$ cat src/abs_pkg.sv
`default_nettype none

package abs_pkg;

  // Default sizes
  localparam int unsigned PIXEL_COUNT_DEF   = 524288;
  localparam int unsigned FRACTION_BITS_DEF = 16;

  // Field widths
  localparam int unsigned COLOR_W = 8;
  localparam int unsigned INDEX_W = 19;
  localparam int unsigned LEVEL_W = 8;
  localparam int unsigned THR_W   = 8;
  localparam int unsigned RATE_W  = 17;

  // Blend weight scale (1.0 = 65536) and its rounding
  localparam int unsigned RATE_SHIFT = 16;
  localparam logic [RATE_W-1:0] RATE_ONE  = RATE_W'(65536);
  localparam logic [RATE_W-1:0] RATE_HALF = RATE_W'(32768);

  // Register reset values
  localparam logic [THR_W-1:0]  THR_RESET       = THR_W'(10);
  localparam logic [RATE_W-1:0] RATE_RESET      = RATE_W'(197);
  localparam logic [RATE_W-1:0] RATE_KEEP_RESET = RATE_ONE - RATE_RESET;

  // Luma weights, 14 fraction bits
  localparam int unsigned LUMA_W     = 22;
  localparam int unsigned LUMA_SHIFT = 14;
  localparam logic [LUMA_W-1:0] LUMA_B     = LUMA_W'(1868);
  localparam logic [LUMA_W-1:0] LUMA_G     = LUMA_W'(9617);
  localparam logic [LUMA_W-1:0] LUMA_R     = LUMA_W'(4899);
  localparam logic [LUMA_W-1:0] LUMA_ROUND = LUMA_W'(8192);

  // Configuration port
  localparam int unsigned CFG_INDEX_W = 4;
  localparam int unsigned CFG_DATA_W  = 17;

  typedef enum logic [CFG_INDEX_W-1:0] {
    REG_DIFF_THRESHOLD = 4'd0,
    REG_UPDATE_RATE    = 4'd1
  } cfg_reg_e;

  // Result queue depth, also the number of pixels in flight
  localparam int unsigned RESULT_DEPTH = 8;

  typedef struct packed {
    logic [COLOR_W-1:0] blue;
    logic [COLOR_W-1:0] green;
    logic [COLOR_W-1:0] red;
    logic [INDEX_W-1:0] pixel_index;
    logic               frame_end;
  } pixel_t;

  typedef struct packed {
    logic               foreground;
    logic [LEVEL_W-1:0] background_level;
    logic [LEVEL_W-1:0] gray_level;
  } result_t;

  // Gray value with rounding
  function automatic logic [LEVEL_W-1:0] luma(input logic [COLOR_W-1:0] b,
                                             input logic [COLOR_W-1:0] g,
                                             input logic [COLOR_W-1:0] r);
    logic [LUMA_W-1:0] acc;
    acc = LUMA_B * LUMA_W'(b) + LUMA_G * LUMA_W'(g) + LUMA_R * LUMA_W'(r) + LUMA_ROUND;
    return acc[LUMA_SHIFT +: LEVEL_W];
  endfunction

endpackage

`default_nettype wire

$ cat src/abs_update.sv
`default_nettype none

// Read-modify-write pipeline on the background store.
// s1: gray registered, store read issued, blend term gray*rate formed
// s2: read data (forwarded from the last write on a match), test and blend, write back
// s3: round the new background to a level and push the result
module abs_update import abs_pkg::*; #(
  parameter int unsigned PIXEL_COUNT   = PIXEL_COUNT_DEF,
  parameter int unsigned FRACTION_BITS = FRACTION_BITS_DEF,
  localparam int unsigned AW = (PIXEL_COUNT > 1) ? $clog2(PIXEL_COUNT) : 1,
  localparam int unsigned BW = LEVEL_W + FRACTION_BITS
) (
  input  logic              clk_i,
  input  logic              rst_ni,
  input  logic              take_i,
  input  pixel_t            pix_i,
  input  logic [THR_W-1:0]  thr_i,
  input  logic [RATE_W-1:0] rate_i,
  input  logic [RATE_W-1:0] keep_i,
  output logic [AW-1:0]     rd_addr_o,
  input  logic [BW-1:0]     rd_data_i,
  output logic              wr_en_o,
  output logic [AW-1:0]     wr_addr_o,
  output logic [BW-1:0]     wr_data_o,
  output logic              push_o,
  output result_t           res_o
);

  localparam int unsigned PW = LEVEL_W + RATE_W + FRACTION_BITS;
  localparam logic [BW:0] LEVEL_HALF = (BW+1)'(1) << (FRACTION_BITS - 1);

  // Priming flag, set by the end of the first frame
  logic primed_q;

  always_ff @(posedge clk_i or negedge rst_ni) begin
    if (!rst_ni) begin
      primed_q <= 1'b0;
    end else if (take_i && pix_i.frame_end) begin
      primed_q <= 1'b1;
    end
  end

  // Stage 1
  logic                 s1_valid_q;
  logic [LEVEL_W-1:0]   s1_gray_q;
  logic [AW-1:0]        s1_addr_q;
  logic                 s1_inr_q;
  logic                 s1_primed_q;
  logic [LEVEL_W+RATE_W-1:0] s1_prod;
  logic [PW-1:0]        s1_term;

  always_ff @(posedge clk_i or negedge rst_ni) begin
    if (!rst_ni) begin
      s1_valid_q <= 1'b0;
    end else begin
      s1_valid_q <= take_i;
    end
  end

  always_ff @(posedge clk_i) begin
    if (take_i) begin
      s1_gray_q   <= luma(pix_i.blue, pix_i.green, pix_i.red);
      s1_addr_q   <= AW'(pix_i.pixel_index);
      s1_inr_q    <= 32'(pix_i.pixel_index) < PIXEL_COUNT;
      s1_primed_q <= primed_q;
    end
  end

  assign rd_addr_o = s1_addr_q;
  assign s1_prod   = s1_gray_q * rate_i;
  assign s1_term   = (PW'(s1_prod) << FRACTION_BITS) + PW'(RATE_HALF);

  // Stage 2
  logic               s2_valid_q;
  logic [LEVEL_W-1:0] s2_gray_q;
  logic [AW-1:0]      s2_addr_q;
  logic               s2_inr_q;
  logic               s2_primed_q;
  logic [PW-1:0]      s2_term_q;

  always_ff @(posedge clk_i or negedge rst_ni) begin
    if (!rst_ni) begin
      s2_valid_q <= 1'b0;
    end else begin
      s2_valid_q <= s1_valid_q;
    end
  end

  always_ff @(posedge clk_i) begin
    s2_gray_q   <= s1_gray_q;
    s2_addr_q   <= s1_addr_q;
    s2_inr_q    <= s1_inr_q;
    s2_primed_q <= s1_primed_q;
    s2_term_q   <= s1_term;
  end

  // Last write, covers the read that saw the store just before it
  logic          fwd_valid_q;
  logic [AW-1:0] fwd_addr_q;
  logic [BW-1:0] fwd_data_q;

  logic [BW-1:0] s2_bg;
  logic [BW-1:0] s2_gfix;
  logic [BW-1:0] s2_thr_fix;
  logic [BW-1:0] s2_diff;
  logic          s2_over;
  logic [PW-1:0] s2_blend;
  logic [BW-1:0] s2_new_bg;
  logic          s2_update;

  assign s2_bg      = (fwd_valid_q && (fwd_addr_q == s2_addr_q)) ? fwd_data_q : rd_data_i;
  assign s2_gfix    = {s2_gray_q, {FRACTION_BITS{1'b0}}};
  assign s2_thr_fix = {thr_i, {FRACTION_BITS{1'b0}}};
  assign s2_diff    = (s2_gfix > s2_bg) ? (s2_gfix - s2_bg) : (s2_bg - s2_gfix);
  assign s2_over    = s2_diff > s2_thr_fix;
  assign s2_blend   = s2_bg * keep_i + s2_term_q;
  assign s2_new_bg  = s2_blend[RATE_SHIFT +: BW];
  assign s2_update  = s2_inr_q && s2_primed_q;

  // Write back: blended value once primed, plain gray while loading
  assign wr_en_o   = s2_valid_q && s2_inr_q;
  assign wr_addr_o = s2_addr_q;
  assign wr_data_o = s2_primed_q ? s2_new_bg : s2_gfix;

  always_ff @(posedge clk_i or negedge rst_ni) begin
    if (!rst_ni) begin
      fwd_valid_q <= 1'b0;
    end else if (wr_en_o) begin
      fwd_valid_q <= 1'b1;
    end
  end

  always_ff @(posedge clk_i) begin
    if (wr_en_o) begin
      fwd_addr_q <= wr_addr_o;
      fwd_data_q <= wr_data_o;
    end
  end

  // Stage 3
  logic               s3_valid_q;
  logic               s3_fg_q;
  logic               s3_update_q;
  logic [BW-1:0]      s3_bg_q;
  logic [LEVEL_W-1:0] s3_gray_q;
  logic [BW:0]        s3_round;
  logic [LEVEL_W:0]   s3_level_wide;
  logic [LEVEL_W-1:0] s3_level;

  always_ff @(posedge clk_i or negedge rst_ni) begin
    if (!rst_ni) begin
      s3_valid_q <= 1'b0;
    end else begin
      s3_valid_q <= s2_valid_q;
    end
  end

  always_ff @(posedge clk_i) begin
    s3_fg_q     <= s2_update && s2_over;
    s3_update_q <= s2_update;
    s3_bg_q     <= s2_new_bg;
    s3_gray_q   <= s2_gray_q;
  end

  // Round half up, saturate to the level range
  assign s3_round      = {1'b0, s3_bg_q} + LEVEL_HALF;
  assign s3_level_wide = s3_round[BW:FRACTION_BITS];
  assign s3_level      = s3_level_wide[LEVEL_W] ? {LEVEL_W{1'b1}}
                                                : s3_level_wide[LEVEL_W-1:0];

  assign push_o                 = s3_valid_q;
  assign res_o.foreground       = s3_fg_q;
  assign res_o.background_level = s3_update_q ? s3_level : s3_gray_q;
  assign res_o.gray_level       = s3_gray_q;

endmodule

`default_nettype wire

$ cat config.mk
export PLATFORM = sky130hd
export DESIGN_NAME = abs_update
export DESIGN_NICKNAME = d
export VERILOG_FILES = /design/src/abs_pkg.sv /design/src/abs_update.sv
export SDC_FILE = /design/constraint.sdc
export NUM_CORES = 2
export LEC_CHECK = 0
export ABC_AREA = 1
export BUFFER_PORTS_ARGS = -buffer_cell sky130_fd_sc_hd__buf_4
export CORE_UTILIZATION = 64
export DETAILED_ROUTE_END_ITERATION = 12
export HOLD_SLACK_MARGIN = 0.15
export PLACE_DENSITY = 0.87
export RECOVER_POWER = 50
export SLEW_MARGIN = 20
export SYNTH_ARGS = -nofsm -noshare
export SYNTH_HDL_FRONTEND = slang
export SYNTH_SLANG_ARGS = --single-unit
$ cat constraint.sdc
create_clock -name clk_i -period 8.2 [get_ports clk_i]
set_input_delay 0.41 -clock clk_i [delete_from_list [all_inputs] [get_ports clk_i]]
set_output_delay 0.41 -clock clk_i [all_outputs]
set_load 0.02 [all_outputs]
Word-level counts from Yosys, hierarchy flattened --
Index checks and enable logic that the tools add are counted. W data, S select, Z words.
Word-level totals: register bits 178, bits of input ports 113, output and inout port bits 81, word-level logic and storage cells 42
Cells by class: add/sub/neg operators 8, multipliers 5, $lt $le $gt $ge 2, equality and inequality tests 1, mux-type cells 5, reduce and logical (&&, ||, !) cells 3
Operators by type and width (number):
- $mux W24 | 3
- $gt A24 B24 Y1 | 2
- $sub A24 B24 Y24 | 2
- $add A40 B16 Y40 const B | 1
- $add A40 B40 Y40 | 1
- $mul A24 B17 Y40 | 1
- $add A24 B16 Y25 const B | 1
- $mul A8 B17 Y24 | 1
- $add A19 B22 Y22 | 1
- $add A22 B14 Y22 const B | 1
- $add A22 B21 Y22 | 1
- $mul A14 B8 Y22 const A | 1
- $mul A13 B8 Y21 const A | 1
- $eq A19 B19 Y1 | 1
- $mul A9 B8 Y17 const A | 1
- $mux W8 | 2
- $logic_and A1 B1 Y1 | 3

Depth between registers and ports, before layout --
word-level depth 7, gate-level depth with buffers 38, gate-level depth less buffers 36

Worst setup path before layout --
No wires, ideal clock.
path kind register to output, start point register s2_addr_q[18], in the netlist wr_addr_o[18], end point output wr_data_o[14], arrival time 6.818 ns, data required time 7.790 ns, slack 0.972 ns, cell stages (with the launch flop) 35, buffers on the path 4, cells stage by stage dfxtp_1 > inv_1 > nand2_1 > o21ai_1 > nor2_1 > nand2_1 > nor2_1 > nand3_1 > buf_6 > buf_6 > or2_2 > o21a_1 > clkbuf_1 > clkbuf_1 > nand2_1 > fa_1 > fa_1 > fa_1 > inv_1 > fa_1 > fa_1 > inv_1 > fa_1 > inv_1 > ha_1 > nand2_1 > nor2_1 > inv_1 > o221ai_1 > a21oi_1 > inv_1 > nand3_1 > nand2_1 > nor2_1 > nor3b_1
Between the ends: word-level cells in the longest chain between the ends 6
RTL lines:
- from (decl) | RTL line abs_update.sv:76 | logic [AW-1:0] s2_addr_q;
- from (signal assigned) | RTL line abs_update.sv:91 | s2_addr_q <= s1_addr_q;
- $eq A19 B19 Y1 | RTL line abs_update.sv:111 | assign s2_bg = (fwd_valid_q && (fwd_addr_q == s2_addr_q)) ? fwd_data_q : rd_data_i;
- $logic_and A1 B1 Y1 | RTL line abs_update.sv:111
- $mux W24 | RTL line abs_update.sv:111
- $mul A24 B17 Y40 | RTL line abs_update.sv:116 | assign s2_blend = s2_bg * keep_i + s2_term_q;
- $add A40 B40 Y40 | RTL line abs_update.sv:116
- $mux W24 | RTL line abs_update.sv:123 | assign wr_data_o = s2_primed_q ? s2_new_bg : s2_gfix;
- to (decl) | RTL line abs_update.sv:24 | output logic [BW-1:0] wr_data_o,
No other way between the ends.

Worst setup path in the final report --
start point register fwd_addr_q[18], end point output wr_data_o[18]
Between the ends: word-level cells in the longest chain between the ends 6
RTL lines:
- from (decl) | RTL line abs_update.sv:99 | logic [AW-1:0] fwd_addr_q;
- from (signal assigned) | RTL line abs_update.sv:135 | fwd_addr_q <= wr_addr_o;
- $eq A19 B19 Y1 | RTL line abs_update.sv:111
- $logic_and A1 B1 Y1 | RTL line abs_update.sv:111
- $mux W24 | RTL line abs_update.sv:111
- $mul A24 B17 Y40 | RTL line abs_update.sv:116
- $add A40 B40 Y40 | RTL line abs_update.sv:116
- $mux W24 | RTL line abs_update.sv:123
No other way between the ends.

==> key figures <==
Outcome
  • Outcome: complete, but fails checks
  • Violated checks: DRC, capacitance limit, slew limit, setup timing

Final layout
  • Fillers: 3,026
  • Post-Layout Cell Count: 4,315
  • Final net count: 4,672
  • Reg area: 3690 um^2
  • Multi-input gate area: 21,900 um^2
  • Final design instance area without fill: 33,200 um^2
  • Syn-to-layout area delta: 15.3%
  • Share of layout cells above drive strength 1: 14.1%
  • Ant diodes: 0

Worst setup path
  • CP max stage delay: 550 ps
  • WP data arrival: 7840 ps
  • Type of destination of the critical path: output pin
  • Worst path bufs/invs: 8
  • Worst-path maximum fanout: 7
  • Crit path max-delay cell type: fa_1
  • Most numerous cell on the critical path: fa_1
  • Top Family by Delay on Critical Path: adder cells
  • WP data required: 7790 ps
  • Critical Path Start Type: flop
  • Critical path class: reg -> out

Floorplanning
  • Initial Utilization: 65.0%
  • FP Rows: 77
  • Io pins: 194
  • Die area: 45,900 um^2
  • Height of the die: 214 um
  • Horiz. Die Dim: 214 um
  • Core area: 44,300 um^2

Yosys
  • Synth Area in XOR/XNOR: 2.16%
  • Share of Yosys cell area claimed by the top area cell type: 36.7%
  • Most numerous cell in the Yosys netlist: inv_1
  • Post-synth EDFFs: 71
  • Yosys warnings: 0
  • Yosys reg bits: 147
  • Unique cell type count in the Yosys netlist: 54
  • Post-synth top cells: inv_1, nand2_1, fa_1, ha_1, nor2_1
  • Largest area contributor in the netlist: fa_1
  • Multiplexer share of the synthesized area: 0%
  • Mean post-synth cell area: 8.29 um^2
  • Main combinational cell family by area after synthesis: adder cells
  • Sequential-to-total area share from yosys stat: 12.8%
  • Synth Area in Compound Gates: 5.67%
  • Simple-Gate Fraction of Synth Area: 14.7%
  • Synth area leaders: fa_1, ha_1, inv_1, nand2_1, edfxtp_1
  • Syn_nets: 4,438
  • Post-synthesis adder-cell area fraction: 50.6%
  • Synth Flop Type: edfxtp_1
  • Synthesized area: 28,800 um^2
  • Post-synth ARST share: 3.40%
  • Mapped Cells: 3,476

Global routing
  • Number of global-route vias before repair: 25,700
  • First-pass GRT wire length: 133 mm
  • Total global-route track usage: 37.6%
  • GR Layer Usage met2: 62.4%
  • Remaining Overflow, GRT: 0
  • Busiest grt layer: met2
  • Initial antenna violation count: 1
  • Largest net degree at the start of global routing: 31
  • Met3 Use GR: 9.50%
  • Grt met1 use: 44.7%

STA
  • Final worst setup slack: -46.4 ps
  • FMAX: 121 MHz
  • Slew HR: -24.6%
  • Fin crit period: 8250 ps
  • Actual slew at the worst max-slew pin: 1870 ps
  • Max-slew violation count: 31
  • Hold Vio Cnt, Final: 0
  • Final Cycle Share: 101%
  • Post-route setup TNS: -73.5 ps
  • Final Skew: 17.1 ps
  • Final setup violation count: 3
  • RSZ-0062 raised after global routing: true

Clock tree
  • CTS Sinks: 147
  • CTS tree: done
  • Root Buffer: clkbuf_16
  • Clk_lat worst skew: 470 ps
  • Cts bufs inserted: 17
  • CTS Buffer Depth: 2
  • Htree depth: 4
  • Clock Pin Slew Worst Setup and Hold Paths: 70 ps

Routing
  • 1st-iter DRT viols: 2,802
  • Routed WL: 86.8 mm
  • DR WL/cell: 20.1 um
  • Post-route ant nets: 0
  • DRC viols: 2
  • Drt pass-1 iters: 12
  • Via Count: 24,500
  • Vias/cell: 5.69

Placed design
  • Area after DPL: 31,000 um^2
  • DP HPWL: 68.7 mm
  • Count of buffers from port buffering: 193
  • Dpl cells: 4,212
  • RePlAce Congestion: 1.07

Hold path
  • Hold Path Class: in -> reg

Job
  • Maxcap violations: 1
[flip-flops by register name, indices dropped and copies added (netlist names)]
name         cells
push_o           1
s3_update_q      1
s1_valid_q       1
s2_gray_q        8
s2_primed_q      1
fwd_valid_q      1
s1_gray_q        8
s2_term_q       24
s2_valid_q       1
rd_addr_o       19
wr_addr_o       19
fwd_addr_q      19
s1_primed_q      1
primed_q         1
fwd_data_q      24
s3_bg_q          9
s3_gray_q        8
s3_fg_q          1
[through the flow]
stage	util, %	setup WS, ps	hold slack, ps
after floorplan	-	972	114
after global placement	69.9	14.9	226
after detailed placement	69.9	-72.7	225
after CTS	72.3	-13.7	241
after global routing	75.0	-243	264
final	75.0	-46.4	249
[cell type report]
type | instances | area share, %
Multi-Input combinational cell | 2260 | 66.0
Sequential cell | 147 | 11.1
Inverter | 971 | 11.1
Tap cell | 592 | 2.23
Timing Repair Buffer | 312 | 7.75
Timing Repair inverter | 1 | 0.0264
Clock inverter | 15 | 0.580
Clock buffer | 17 | 1.28
[layout by cell type, fill, tap and decap left out, types with 10 or more instances in the layout]
cell type      instances
a21oi_1              110
a21oi_2               19
a31oi_1               10
buf_4                267
buf_6                 12
clkbuf_16             20
dfxtp_1               64
dlygate4sd3_1         21
edfxtp_1              71
fa_1                 519
ha_1                 298
ha_4                  20
inv_1                945
inv_2                 13
nand2_1              622
nand2_2               25
nand3_1               52
nor2_1               258
nor2_2                22
nor2_4                13
nor3_1                16
o21a_1                12
o21ai_0               46
o21ai_1               13
or2_2                 12
xnor2_1               26
xor2_1                44
[logic make-up (layout without fill, tap and decap cells)]
group,count (synthesis),count (layout)
buffers and inverters,1070,1316
AND/OR/NAND/NOR,1063,1064
adder cells (fa/ha/maj),849,849
AO/OA/AOI/OAI,276,276
flip-flops,147,147
XOR/XNOR,71,71
[worst paths after layout]
check | startpoint | endpoint | slack [ps] | depth (start not counted)
min in group asynchronous | rst_ni | fwd_valid_q | 400 | 2
worst min register to register | s1_valid_q | s2_valid_q | 350 | 0
worst min-delay path | rate_i[0] | s2_term_q[16] | 250 | 3
worst max-delay path | fwd_addr_q[18] | wr_data_o[18] | -50 | 34
max in group asynchronous | rst_ni | s2_valid_q | 7480 | 2
worst max register to register | fwd_addr_q[18] | fwd_data_q[13] | 680 | 33
[what timing repair did]
| item | in CTS | in global routing |
|---|---|---|
| hold buffers | 21 | 0 |
| gates resized for setup | 54 | 187 |
| setup endpoints to repair | 21 | 23 |
| gates cloned | 2 | 4 |
| hold endpoints to repair | 25 | 0 |
| pin swaps | 7 | 34 |
| setup buffers | 2 | 43 |
[layer usage]
layer / wire length (um) / part of all wire [%]
met1: 29700 / 34
met2: 41400 / 48
met3: 9710 / 11
met4: 5940 / 6.8
met5: 11 / 0.013
[worst reg2reg max path, delay by kind of cell, from the launching register on]
family | cells | cell delay [ps]
AOI/OAI and AO/OA | 5 | 970
adders and majority gates | 7 | 3260
buffers and inverters | 9 | 1210
DFF | 1 | 380
and+or+nand+nor | 12 | 1480
Power is not shown: default switching activity piles up to over one toggle a cycle in this logic, so the estimate is an artifact.
