==> config.mk <==
export PLATFORM = sky130hd
export DESIGN_NAME = abs_fifo
export DESIGN_NICKNAME = d
export VERILOG_FILES = /design/src/abs_pkg.sv /design/src/abs_fifo.sv
export SDC_FILE = /design/constraint.sdc
export NUM_CORES = 1
export LEC_CHECK = 0
export BUFFER_PORTS_ARGS = -buffer_cell sky130_fd_sc_hd__buf_2
export CORE_MARGIN = 2
export CORE_UTILIZATION = 51
export CTS_CLUSTER_SIZE = 16
export DETAILED_ROUTE_END_ITERATION = 10
export GPL_TIMING_DRIVEN = 0
export PLACE_DENSITY = 0.69
export SYNTH_ARGS = -nofsm -noshare
export SYNTH_HDL_FRONTEND = slang
export SYNTH_SLANG_ARGS = --single-unit
==> constraint.sdc <==
create_clock -name clk_i -period 3.9 [get_ports clk_i]
set_input_delay 0.39 -clock clk_i [delete_from_list [all_inputs] [get_ports clk_i]]
set_output_delay 0.39 -clock clk_i [all_outputs]
set_load 0.05 [all_outputs]
==> src/abs_pkg.sv <==
`default_nettype none

package abs_pkg;

  // Default sizes
  localparam int unsigned PIXEL_COUNT_DEF   = 524288;
  localparam int unsigned FRACTION_BITS_DEF = 16;

  // Field widths
  localparam int unsigned COLOR_W = 8;
  localparam int unsigned INDEX_W = 19;
  localparam int unsigned LEVEL_W = 8;
  localparam int unsigned THR_W   = 8;
  localparam int unsigned RATE_W  = 17;

  // Blend weight scale (1.0 = 65536) and its rounding
  localparam int unsigned RATE_SHIFT = 16;
  localparam logic [RATE_W-1:0] RATE_ONE  = RATE_W'(65536);
  localparam logic [RATE_W-1:0] RATE_HALF = RATE_W'(32768);

  // Register reset values
  localparam logic [THR_W-1:0]  THR_RESET       = THR_W'(10);
  localparam logic [RATE_W-1:0] RATE_RESET      = RATE_W'(197);
  localparam logic [RATE_W-1:0] RATE_KEEP_RESET = RATE_ONE - RATE_RESET;

  // Luma weights, 14 fraction bits
  localparam int unsigned LUMA_W     = 22;
  localparam int unsigned LUMA_SHIFT = 14;
  localparam logic [LUMA_W-1:0] LUMA_B     = LUMA_W'(1868);
  localparam logic [LUMA_W-1:0] LUMA_G     = LUMA_W'(9617);
  localparam logic [LUMA_W-1:0] LUMA_R     = LUMA_W'(4899);
  localparam logic [LUMA_W-1:0] LUMA_ROUND = LUMA_W'(8192);

  // Configuration port
  localparam int unsigned CFG_INDEX_W = 4;
  localparam int unsigned CFG_DATA_W  = 17;

  typedef enum logic [CFG_INDEX_W-1:0] {
    REG_DIFF_THRESHOLD = 4'd0,
    REG_UPDATE_RATE    = 4'd1
  } cfg_reg_e;

  // Result queue depth, also the number of pixels in flight
  localparam int unsigned RESULT_DEPTH = 8;

  typedef struct packed {
    logic [COLOR_W-1:0] blue;
    logic [COLOR_W-1:0] green;
    logic [COLOR_W-1:0] red;
    logic [INDEX_W-1:0] pixel_index;
    logic               frame_end;
  } pixel_t;

  typedef struct packed {
    logic               foreground;
    logic [LEVEL_W-1:0] background_level;
    logic [LEVEL_W-1:0] gray_level;
  } result_t;

  // Gray value with rounding
  function automatic logic [LEVEL_W-1:0] luma(input logic [COLOR_W-1:0] b,
                                             input logic [COLOR_W-1:0] g,
                                             input logic [COLOR_W-1:0] r);
    logic [LUMA_W-1:0] acc;
    acc = LUMA_B * LUMA_W'(b) + LUMA_G * LUMA_W'(g) + LUMA_R * LUMA_W'(r) + LUMA_ROUND;
    return acc[LUMA_SHIFT +: LEVEL_W];
  endfunction

endpackage

`default_nettype wire

==> src/abs_fifo.sv <==
`default_nettype none

// Result queue between the pipeline and the output channel
module abs_fifo import abs_pkg::*; #(
  parameter int unsigned DEPTH = RESULT_DEPTH,
  localparam int unsigned PTR_W = (DEPTH > 1) ? $clog2(DEPTH) : 1,
  localparam int unsigned CNT_W = $clog2(DEPTH + 1)
) (
  input  logic    clk_i,
  input  logic    rst_ni,
  input  logic    push_i,
  input  result_t push_data_i,
  input  logic    pop_i,
  output logic    valid_o,
  output result_t data_o
);

  result_t          mem_q [DEPTH];
  logic [PTR_W-1:0] wr_ptr_q, rd_ptr_q;
  logic [CNT_W-1:0] cnt_q;

  // Pointers and fill level
  always_ff @(posedge clk_i or negedge rst_ni) begin
    if (!rst_ni) begin
      wr_ptr_q <= '0;
      rd_ptr_q <= '0;
      cnt_q    <= '0;
    end else begin
      if (push_i) begin
        wr_ptr_q <= (wr_ptr_q == PTR_W'(DEPTH - 1)) ? '0 : wr_ptr_q + 1'b1;
      end
      if (pop_i) begin
        rd_ptr_q <= (rd_ptr_q == PTR_W'(DEPTH - 1)) ? '0 : rd_ptr_q + 1'b1;
      end
      cnt_q <= cnt_q + CNT_W'(push_i) - CNT_W'(pop_i);
    end
  end

  always_ff @(posedge clk_i) begin
    if (push_i) begin
      mem_q[wr_ptr_q] <= push_data_i;
    end
  end

  assign valid_o = cnt_q != '0;
  assign data_o  = mem_q[rd_ptr_q];

endmodule

`default_nettype wire

### Word-level counts from Yosys, hierarchy flattened

Memories as Yosys holds them, arrays and structs flattened.
Cells that the tools add are included.

| word-level totals | value |
|---|---|
| bits in registers | 10 |
| memories | 1 |
| output and inout port bits | 18 |
| logic and storage cells | 15 |
| RAM bits | 136 |
| bits of input ports | 21 |

Memory list:

| memory | depth | bits a word | read ports | clocked after Yosys merged registers in | wr ports | line | text |
|---|---|---|---|---|---|---|---|
| mem_q | 8 | 17 | 1 | 0 | 1 | abs_fifo.sv:18 | `result_t mem_q [DEPTH];` |

| operators by class | value |
|---|---|
| $add $sub $neg | 4 |
| mux-type cells | 4 |
| equal/unequal tests | 2 |
| reduce and logical (&&, ||, !) cells | 1 |

Operators with widths:

| kind | number |
|---|---|
| $add 3x1->3 const B | 2 |
| $eq 3x3->1 const B | 2 |
| $mux 3 | 2 |
| $add 4x1->4 | 1 |
| $reduce_bool 4->1 | 1 |
| $sub 4x1->4 | 1 |
| $mux 1 | 2 |

### Logic depth before layout (Yosys ltp)

Gate-level depths: netlist (run 1).

| logic depth | value |
|---|---|
| depth in word-level cells | 2 |
| gate-level depth with buffers | 7 |
| gate-level depth less buffers | 7 |

### Worst setup path after synthesis (run 1)

OpenSTA, ideal clock, no wires.

| timing path | value |
|---|---|
| kind | reg-to-reg |
| from | reg wr_ptr_q[2] |
| to | mem mem_q[0][0] in the netlist's numbering, enable pin |
| path buffers | 0 |
| arrival | 1.775 ns |
| required time | 3.488 ns |
| setup time | 0.412 ns |
| period minus slack after synthesis | 2.188 ns |
| path slack | 1.712 ns |
| stages on the path, launching flop included | 3 |
| cell sequence | dfrtp_1 -> nand2b_1 -> nor3_1 |

RTL lines:

| item | line | text |
|---|---|---|
| start: declaration | abs_fifo.sv:19 | `logic [PTR_W-1:0] wr_ptr_q, rd_ptr_q;` |
| start signal: assignment | abs_fifo.sv:30 | `wr_ptr_q <= (wr_ptr_q == PTR_W'(DEPTH - 1)) ? '0 : wr_ptr_q + 1'b1;` |
| end: declaration | abs_fifo.sv:18 |  |

Straight into the memory's write port.

==> results of run 1 <==
[cell usage in the layout (no fill, tap or decap), drive strengths merged, types with 4 or more instances in the layout]
cell,n
edfxtp,136
buf,55
nand2,54
mux4,34
clkbuf,23
dfrtp,10
ha,9
inv,8
nor2,8
mux2,4
bufinv,4
clkinv,4
[critical path: cells and delay by family, from the launching register on]
kind                   cells  cell delay (ns)
buffers and inverters      3             1.24
DFF                        1             0.35
and+or+nand+nor            2             0.22
[state kept, by name, indices dropped and copies added, names as in the netlist]
signal    count
mem_q       136
cnt_q         4
rd_ptr_q      3
wr_ptr_q      3
[logic make-up (layout without fill, tap and decap cells)]
| group | Yosys count | count (layout) | synth area share, % |
|---|---|---|---|
| buffers and inverters | 19 | 98 | 2.24 |
| multiplexers | 38 | 38 | 14.5 |
| AO/OA/AOI/OAI | 4 | 4 | 0.392 |
| flip-flops | 146 | 146 | 75.5 |
| AND/OR/NAND/NOR | 69 | 69 | 4.79 |
| XOR/XNOR | 2 | 2 | 0.305 |
| adder cells (fa/ha/maj) | 10 | 10 | 2.31 |
[layout make-up]
class	instances	area, um2	share of cell area, %
Buffer	11	98.8	1.44
Clock inverter	11	166	2.42
Timing Repair Buffer	47	350	5.09
Sequential cell	146	4330	62.9
Tap cell	140	175	2.54
Inverter	8	30.0	0.436
Clock buffer	21	429	6.23
Multi-Input combinational cell	123	1300	18.9
[report_power, final]
| group | switching [mW] | total (mW) | internal (mW) |
|---|---|---|---|
| registers | 0.0769 | 2.06 | 1.98 |
| clock network | 0.595 | 1.63 | 1.04 |
| logic | 1.32 | 2.09 | 0.764 |
| total | 2.00 | 5.78 | 3.78 |
[per-stage QoR]
step | std cells | cell area (um2) | power, mW | hold slack (ns) | util [%]
floorplan | 288 | 5740 | 3.64 | 0.0944 | -
global placement | 466 | 6110 | 4.09 | 0.275 | 56.1
detailed placement | 474 | 6280 | 4.21 | 0.277 | 57.7
CTS | 507 | 6890 | 5.85 | 0.114 | 63.2
global route | 507 | 6890 | 6.07 | 0.119 | 63.2
finish | 507 | 6890 | 5.78 | 0.133 | 63.2
[per-layer routing]
metal | wire length [um] | GRT usage, % | vias up
met5 | 0 | 0 | -
met1 | 4590 | 26.7 | 1410
met4 | 129 | 6.25 | 0
met2 | 5030 | 29.3 | 73
li1 | - | - | 1267
met3 | 527 | 5.88 | 13
[worst min path at each step]
stage                         start                       to  cells after the start
finish               push_data_i[7]    mem_q[6][7]$_DFFE_PP_                      1
floorplan                    rst_ni       cnt_q[0]$_DFF_PN0_                      0
global route         push_data_i[7]    mem_q[6][7]$_DFFE_PP_                      1
CTS                 push_data_i[10]   mem_q[7][10]$_DFFE_PP_                      1
global placement             rst_ni  wr_ptr_q[0]$_DFFE_PN0P_                      1
detailed placement           rst_ni  wr_ptr_q[0]$_DFFE_PN0P_                      1
[cells in the mapped netlist (all sizes together)]
| cell | count |
|---|---|
| buf | 9 |
| edfxtp | 136 |
| inv | 8 |
| nand2 | 54 |
| clkbuf | 2 |
| nor3 | 2 |
| nand3b | 2 |
| a21oi | 1 |
| fa | 1 |
| ha | 9 |
| o21ai | 2 |
| xor2 | 2 |
| dfrtp | 10 |
| a21o | 1 |
| nand3 | 1 |
| mux4 | 34 |
| nor2 | 8 |
| mux2 | 4 |
| nand2b | 2 |
[timing repair]
item | 4_1_cts | 5_1_grt
hold buffers | 1 | 0
resized for setup | 0 | 0
hold endpoints to repair | 10 | 0
endpoints found under the setup margin | 0 | 0
==> results.cfg, run 1 <==
[global_route]
grt_overflow_total = 0
grt_pass1_wl_um = 16000
grt_usage_pct = 19.2
antenna_found_initial = 0
grt_max_degree = 17
grt_pass1_vias = 2872

[setup_path]
worst_path_max_delay_cell = clkbuf_1
required_ns = 3.51
end_kind = primary output
critPathKind = reg2out
crit_chain = clkbuf_1, clkbuf_1, nand2_1, nand2_1, buf_2
ff2ff_setup_slack_ns = 1.96
max_stage_delay_ns = 0.57
rr_startpoint = wr_ptr_q[2]$_DFFE_PN0P_
reg2reg_to = mem_q[0][8]$_DFFE_PP_
crit_start = rd_ptr_q[1]$_DFFE_PN0P_
worst-r2r-cell-count = 3
startpoint_type = flip-flop
crit_end = data_o[14]
cp_max_fo = 10
critPathArrivalTime_ns = 2.33

[synth]
syn_avg_cell_area_um2 = 19.9
ys_seq_area_share_pct = 75.5
ys_warn_count = 0
synth_top_area_cell = edfxtp_1
ys_types = 24
ys_ff_latch = 146
syn_nets = 319
synth_cells = 288
ys_top_cells_by_area = edfxtp_1, mux4_2, dfrtp_1, nand2_1, mux4_1
netlist.area_leader.share_pct = 71.1
synthesis.area_um2 = 5740

[clocking]
clk_latency_ns = 0.52
tritoncts = yes
clock_sinks = 146
cts.clk_slew.worst_paths_ns = 0.06
cts_made_buffers = 17
post_cts_buffers = 0
max-clock-path-buffers = 2
cts-root-buf = clkbuf_8
cts_max_level = 4

[sta]
clock_skew_ns = 0.00673
fin_crit_ns = 2.72
fmax_mhz = 368
period_share_pct = 69.7
setup_tns_ns = 0
setup_slack_ns = 1.18
slew_headroom_pct = 38.4
worst_pin_slew_ns = 0.919
slew_violations = 0
finalHoldViolCount = 0
setup_viol = 0
rsz0062_at_grt = false

[floorplan]
io_pins = 39
row_count = 38
die-area_um2 = 12100
core-area_um2 = 10900
initial_core_util_pct = 52.7
die_h_um = 110
die_x_um = 110

[cells_and_area]
n_fill_cell = 762
synthToLayoutAreaGrowth_pct = 20.0
nNetsFinal = 385
diodes = 0
drive_gt1_share_pct = 34.1

[placement]
io_buffers = 38
pre_cts_ws_ns = 1.71
place_congestion = 0.714
dp_hpwl_um = 6450

[drt]
routed_wl_um = 10300
vias = 2763
drcViolationCount = 0
vias_per_cell = 5.45
drt_iter0_drc = 252
postRouteAntennaNets = 0
avgRoutedWirePerCell_um = 20.3
firstDrtPassIters = 4

[min_path]
hold_path.class = in2reg

[power]
power_density_nw_per_um2 = 839
power_leakage_nw = 2.48
ir_drop_v = 0.000434

[flow_run]
cap_violations = 0

[run_status]
outcome = completed
Power figures use the tool's default switching activity.
==> run 2, diff against run 1 <==
Settings changed: PLACE_DENSITY 0.69 to 0.72.
Clock period 3.9 ns to 2.47 ns, I/O delays scaled along.
==> run 2 against run 1 <==
  * Sequential share of layout area is 0.98 points lower
  * Setup slack worse by 1.1 ns
  * Critical endpoint is now data_o[12]
  * Flip-flop and latch count unchanged
  * Routed wire length is 5.0% higher
  * Die area is the same
  * Largest cell class unchanged
  * Total power grew 53%
  * Critical path depth grew 1
==> results.cfg, run 2 (synthesis results as in run 1) <==
[run_status]
outcome = completed

[clocking]
max-clock-path-buffers = 2
cts.clk_slew.worst_paths_ns = 0.06
clock_sinks = 146
cts_made_buffers = 17
cts_max_level = 4
cts-root-buf = clkbuf_8
clk_latency_ns = 0.52
tritoncts = yes

[power]
swShare_pct = 35.4
ir_drop_v = 0.000662
power_leakage_nw = 2.53
power_mw = 8.87
power.switching_mw = 3.14
intPower_mw = 5.73
pwr-share-clk_pct = 24.8
power_density_nw_per_um2 = 1270
comb_power_share_pct = 38.4
seqPwrFrac_pct = 36.8

[global_route]
grt_max_degree = 17
grt_usage_pct = 19.9
grt_overflow_total = 0
grt_pass1_vias = 3060
grt_pass1_wl_um = 16500
antenna_found_initial = 0

[sta]
fin_crit_ns = 2.37
finalHoldViolCount = 0
slew_headroom_pct = 33.9
slew_violations = 0
setup_viol = 0
worst_pin_slew_ns = 0.986
clock_skew_ns = 0.00375
setup_tns_ns = 0
period_share_pct = 95.8
fmax_mhz = 423

[setup_path]
critPathKind = reg2out
cp_max_fo = 10
startpoint_type = flip-flop
critPathArrivalTime_ns = 2.12
end_kind = primary output
required_ns = 2.22

[drt]
firstDrtPassIters = 5
drt_iter0_drc = 236
drcViolationCount = 0
vias = 2871
vias_per_cell = 5.44
routed_wl_um = 10800
avgRoutedWirePerCell_um = 20.4
postRouteAntennaNets = 0

[floorplan]
core-area_um2 = 10900
die_x_um = 110
die_h_um = 110
die-area_um2 = 12100
row_count = 38
io_pins = 39
initial_core_util_pct = 52.7

[cells_and_area]
synthToLayoutAreaGrowth_pct = 21.9
design_area_um2 = 7000
drive_gt1_share_pct = 31.2
mostFrequentLayoutCells = edfxtp_1, nand2_1, buf_2
final_common_cell = edfxtp_1
diodes = 0
top_register = mem_q
reg.largest.list = mem_q (136), cnt_q (4)
nNetsFinal = 406
final_cell_count_no_fill = 528
largest_reg_flops = 136

[min_path]
hold_path.class = in2async

[placement]
place_inst = 474
io_buffers = 38
dpl_cell_area_um2 = 6240
dp_hpwl_um = 6810
place_congestion = 0.673

[flow_run]
cap_violations = 0
==> run 2: cell types whose count changed in the layout (fill, tap and decap cells not counted), moves of 3 or more <==
cell | before | now
clkinv_1 | 0 | 5
buf_16 | 3 | 0
bufinv_16 | 4 | 1
clkinvlp_4 | 3 | 0
buf_8 | 4 | 7
buf_2 | 43 | 39
clkbuf_4 | 0 | 4
dlygate4sd3_1 | 1 | 20
==> run 2: worst paths after layout <==
kind,startpoint,endpoint,slack [ns],cells past startpoint
worst max-delay path,rd_ptr_q[0]$_DFFE_PN0P_,data_o[12],0.10,6
worst min register to register,wr_ptr_q[2]$_DFFE_PN0P_,wr_ptr_q[2]$_DFFE_PN0P_,0.58,1
min in group clk_i,push_data_i[14],mem_q[7][14]$_DFFE_PP_,0.53,2
max in group asynchronous,rst_ni,cnt_q[3]$_DFF_PN0_,2.17,2
worst max register to register,wr_ptr_q[2]$_DFFE_PN0P_,mem_q[0][5]$_DFFE_PP_,0.55,3
worst min-delay path,rst_ni,cnt_q[2]$_DFF_PN0_,0.11,2
==> run 2: power by group through the flow <==
stage / registers (mW) / logic [mW] / clock network (mW)
6_report: 3.26 / 3.40 / 2.20
5_1_grt: 3.29 / 3.67 / 2.35
4_1_cts: 3.26 / 3.39 / 2.23
3_5_place_dp: 3.31 / 3.34 / 0
3_3_place_gp: 3.29 / 3.16 / 0
2_1_floorplan: 3.27 / 2.49 / 0
==> run 2: repair_timing <==
item	CTS	global route
endpoints found under the hold margin	147	0
gates cloned	0	0
gates resized for setup	2	6
setup endpoints to repair	10	8
buffers inserted	1	1
hold buffers	20	0
==> run 2: final cells by class <==
type	instances	area, um2
well taps	140	175
plain buffers	11	118
multi-input cells	123	1300
repair buffers	68	533
clock inverters	8	62.6
inverters	8	30.0
clock buffers	24	440
fillers	728	3890
flip-flops and latches	146	4330
==> run 2: per-layer routing <==
layer,global-route usage [%],part of all wire (%)
met1,25.4,40
met2,31.2,52
met3,6.53,6.0
met4,9.38,2.2
met5,0,0
==> run 2: critical path: stages (launching register included) <==
cell and delay [ns]:
dfrtp_1 0.40, buf_8 0.15, buf_12 0.16, mux4_2 0.51
nand2_1 0.09, nand2_1 0.07, clkbuf_4 0.21
==> run 2: stage by stage <==
stage	hold slack [ns]	utilization (%)	worst slack [ns]
after floorplan	-0.0486	-	0.282
after global placement	0.118	56.1	-0.694
after detailed placement	0.125	57.3	0.303
after CTS	0.0967	63.9	0.0322
after global routing	0.113	64.2	-0.00148
final	0.107	64.2	0.105
==> run 3, diff against run 2 <==
Settings changed: CELL_PAD_IN_SITES_DETAIL_PLACEMENT from default to 1, CELL_PAD_IN_SITES_GLOBAL_PLACEMENT from default to 1, CORE_MARGIN 2 to default, CORE_UTILIZATION 51 to 47, PLACE_DENSITY 0.72 to default, PLACE_DENSITY_LB_ADDON from default to 0.1.
==> run 3 against run 2 <==
  * Global-route usage increased by 0.71 points
  * Via count decreased by 2.7%
  * Die area increased by 4.4%
  * Worst hold slack got worse by 0.011 ns
  * Critical path type unchanged
  * Largest power group unchanged
==> results.cfg, run 3 (synthesis results as in run 1) <==
[setup_path]
crit_family = buffers and inverters
critPathKind = reg2out
worstSetupPathDepth = 6
cpMostUsedCell = buf_2
max_stage_delay_ns = 0.37
required_ns = 2.22
end_kind = primary output
critPathArrivalTime_ns = 2.12
worst-r2r-cell-count = 3
crit_chain = buf_2, buf_2, mux4_2, nand2_1, nand2_1, buf_2
cp_max_fo = 10
cp_num_buf_inv = 3
startpoint_type = flip-flop
worst_path_max_delay_cell = buf_2

[global_route]
grt_pass1_wl_um = 17900
grt_usage_pct = 20.6
antenna_found_initial = 0
grt_overflow_total = 0
grt_pass1_vias = 3044
grt_max_degree = 17

[clocking]
max-clock-path-buffers = 2
cts_max_level = 4
cts.clk_slew.worst_paths_ns = 0.06
tritoncts = yes
cts_made_buffers = 17
clock_sinks = 146
post_cts_buffers = 0
cts-root-buf = clkbuf_16
clk_latency_ns = 0.42

[sta]
holdWs_ns = 0.0958
period_share_pct = 95.7
setup_viol = 0
fmax_mhz = 423
fin_crit_ns = 2.36
slew_headroom_pct = 37.4
setup_slack_ns = 0.106
clock_skew_ns = 0.00839
setup_tns_ns = 0
finalHoldViolCount = 0
slew_violations = 0
worst_pin_slew_ns = 0.934
rsz0062_at_grt = false

[flow_run]
cap_violations = 0

[power]
power_density_nw_per_um2 = 1350
power_mw = 9.28
ir_drop_v = 0.000656
power_leakage_nw = 2.50

[placement]
place_congestion = 0.674
pre_cts_ws_ns = 0.322
place_inst = 478
dp_hpwl_um = 7640
io_buffers = 38
dpl_cell_area_um2 = 6270

[cells_and_area]
design_area_um2 = 6900
largest_reg_flops = 136
n_fill_cell = 1021
final_common_cell = edfxtp_1
synthToLayoutAreaGrowth_pct = 20.2
final_util_pct = 59.2
final_cell_count_no_fill = 511
diodes = 0
mostFrequentLayoutCells = edfxtp_1, nand2_1, buf_2
top_register = mem_q
reg.largest.list = mem_q (136), cnt_q (4)
nNetsFinal = 386
drive_gt1_share_pct = 35.1

[floorplan]
row_count = 39
core-area_um2 = 11700
io_pins = 39
die_x_um = 113
die-area_um2 = 12700
initial_core_util_pct = 49.2
die_h_um = 113

[drt]
vias_per_cell = 5.47
firstDrtPassIters = 5
avgRoutedWirePerCell_um = 22.8
routed_wl_um = 11600
postRouteAntennaNets = 0
drt_iter0_drc = 208
drcViolationCount = 0
vias = 2794

[run_status]
outcome = completed

[min_path]
min_path_cells = 1
hold_path.class = in2reg
run 3: cell count changes in the layout (fill, tap and decap cells not counted), sizes merged:
cell and delta:
dlygate4sd3 -19, clkbuf -11, buf +3, bufinv +3, clkinvlp +3, inv +1
run 3: final cells by class:
type / count / area (um2) / share of cell area, %
clock inverter: 15 / 190 / 2.76
clock buffer: 17 / 425 / 6.16
tap: 143 / 179 / 2.59
timing repair buffer: 48 / 337 / 4.88
inverter: 8 / 32.5 / 0.471
multi-input combinational: 123 / 1300 / 18.9
buffer: 11 / 101 / 1.47
sequential: 146 / 4330 / 62.8
run 3: final timing paths:
| kind | end | slack (ns) | from |
|---|---|---|---|
| hold / removal | mem_q[3][12]$_DFFE_PP_ | 0.1 | push_data_i[12] |
| setup reg to reg | mem_q[0][15]$_DFFE_PP_ | 0.49 | wr_ptr_q[2]$_DFFE_PN0P_ |
| setup / recovery | data_o[7] | 0.11 | rd_ptr_q[2]$_DFFE_PN0P_ |
| hold reg to reg | wr_ptr_q[2]$_DFFE_PN0P_ | 0.56 | wr_ptr_q[2]$_DFFE_PN0P_ |
| min in group asynchronous | wr_ptr_q[2]$_DFFE_PN0P_ | 0.22 | rst_ni |
| max in group asynchronous | rd_ptr_q[2]$_DFFE_PN0P_ | 2.05 | rst_ni |
run 3: worst reg2reg max path: stages, from the launching register on:
cell and delay [ns]:
dfrtp_1 0.40, nand2b_1 0.26, nor3_2 0.75, buf_6 0.27
run 3: per-layer routing:
metal / global-route usage, % / wire length [um] / vias to the layer above
li1: - / - / 1261
met1: 27.0 / 5070 / 1463
met2: 33.5 / 6060 / 58
met3: 5.78 / 368 / 12
met4: 7.02 / 142 / 0
met5: 0 / 0 / -
run 3: repair_timing:
action                     in CTS  in global routing
setup endpoints to repair      10                 10
hold buffers                    1                  0
resized for setup               1                  3
hold endpoints to repair       10                  0
run 3: power by group:
part	switching (mW)	total, mW	leakage, nW	internal, mW
sequential	0.131	3.26	1.35	3.13
clock	0.975	2.65	0.292	1.68
combinational	2.16	3.37	0.850	1.21
total	3.27	9.28	2.50	6.02
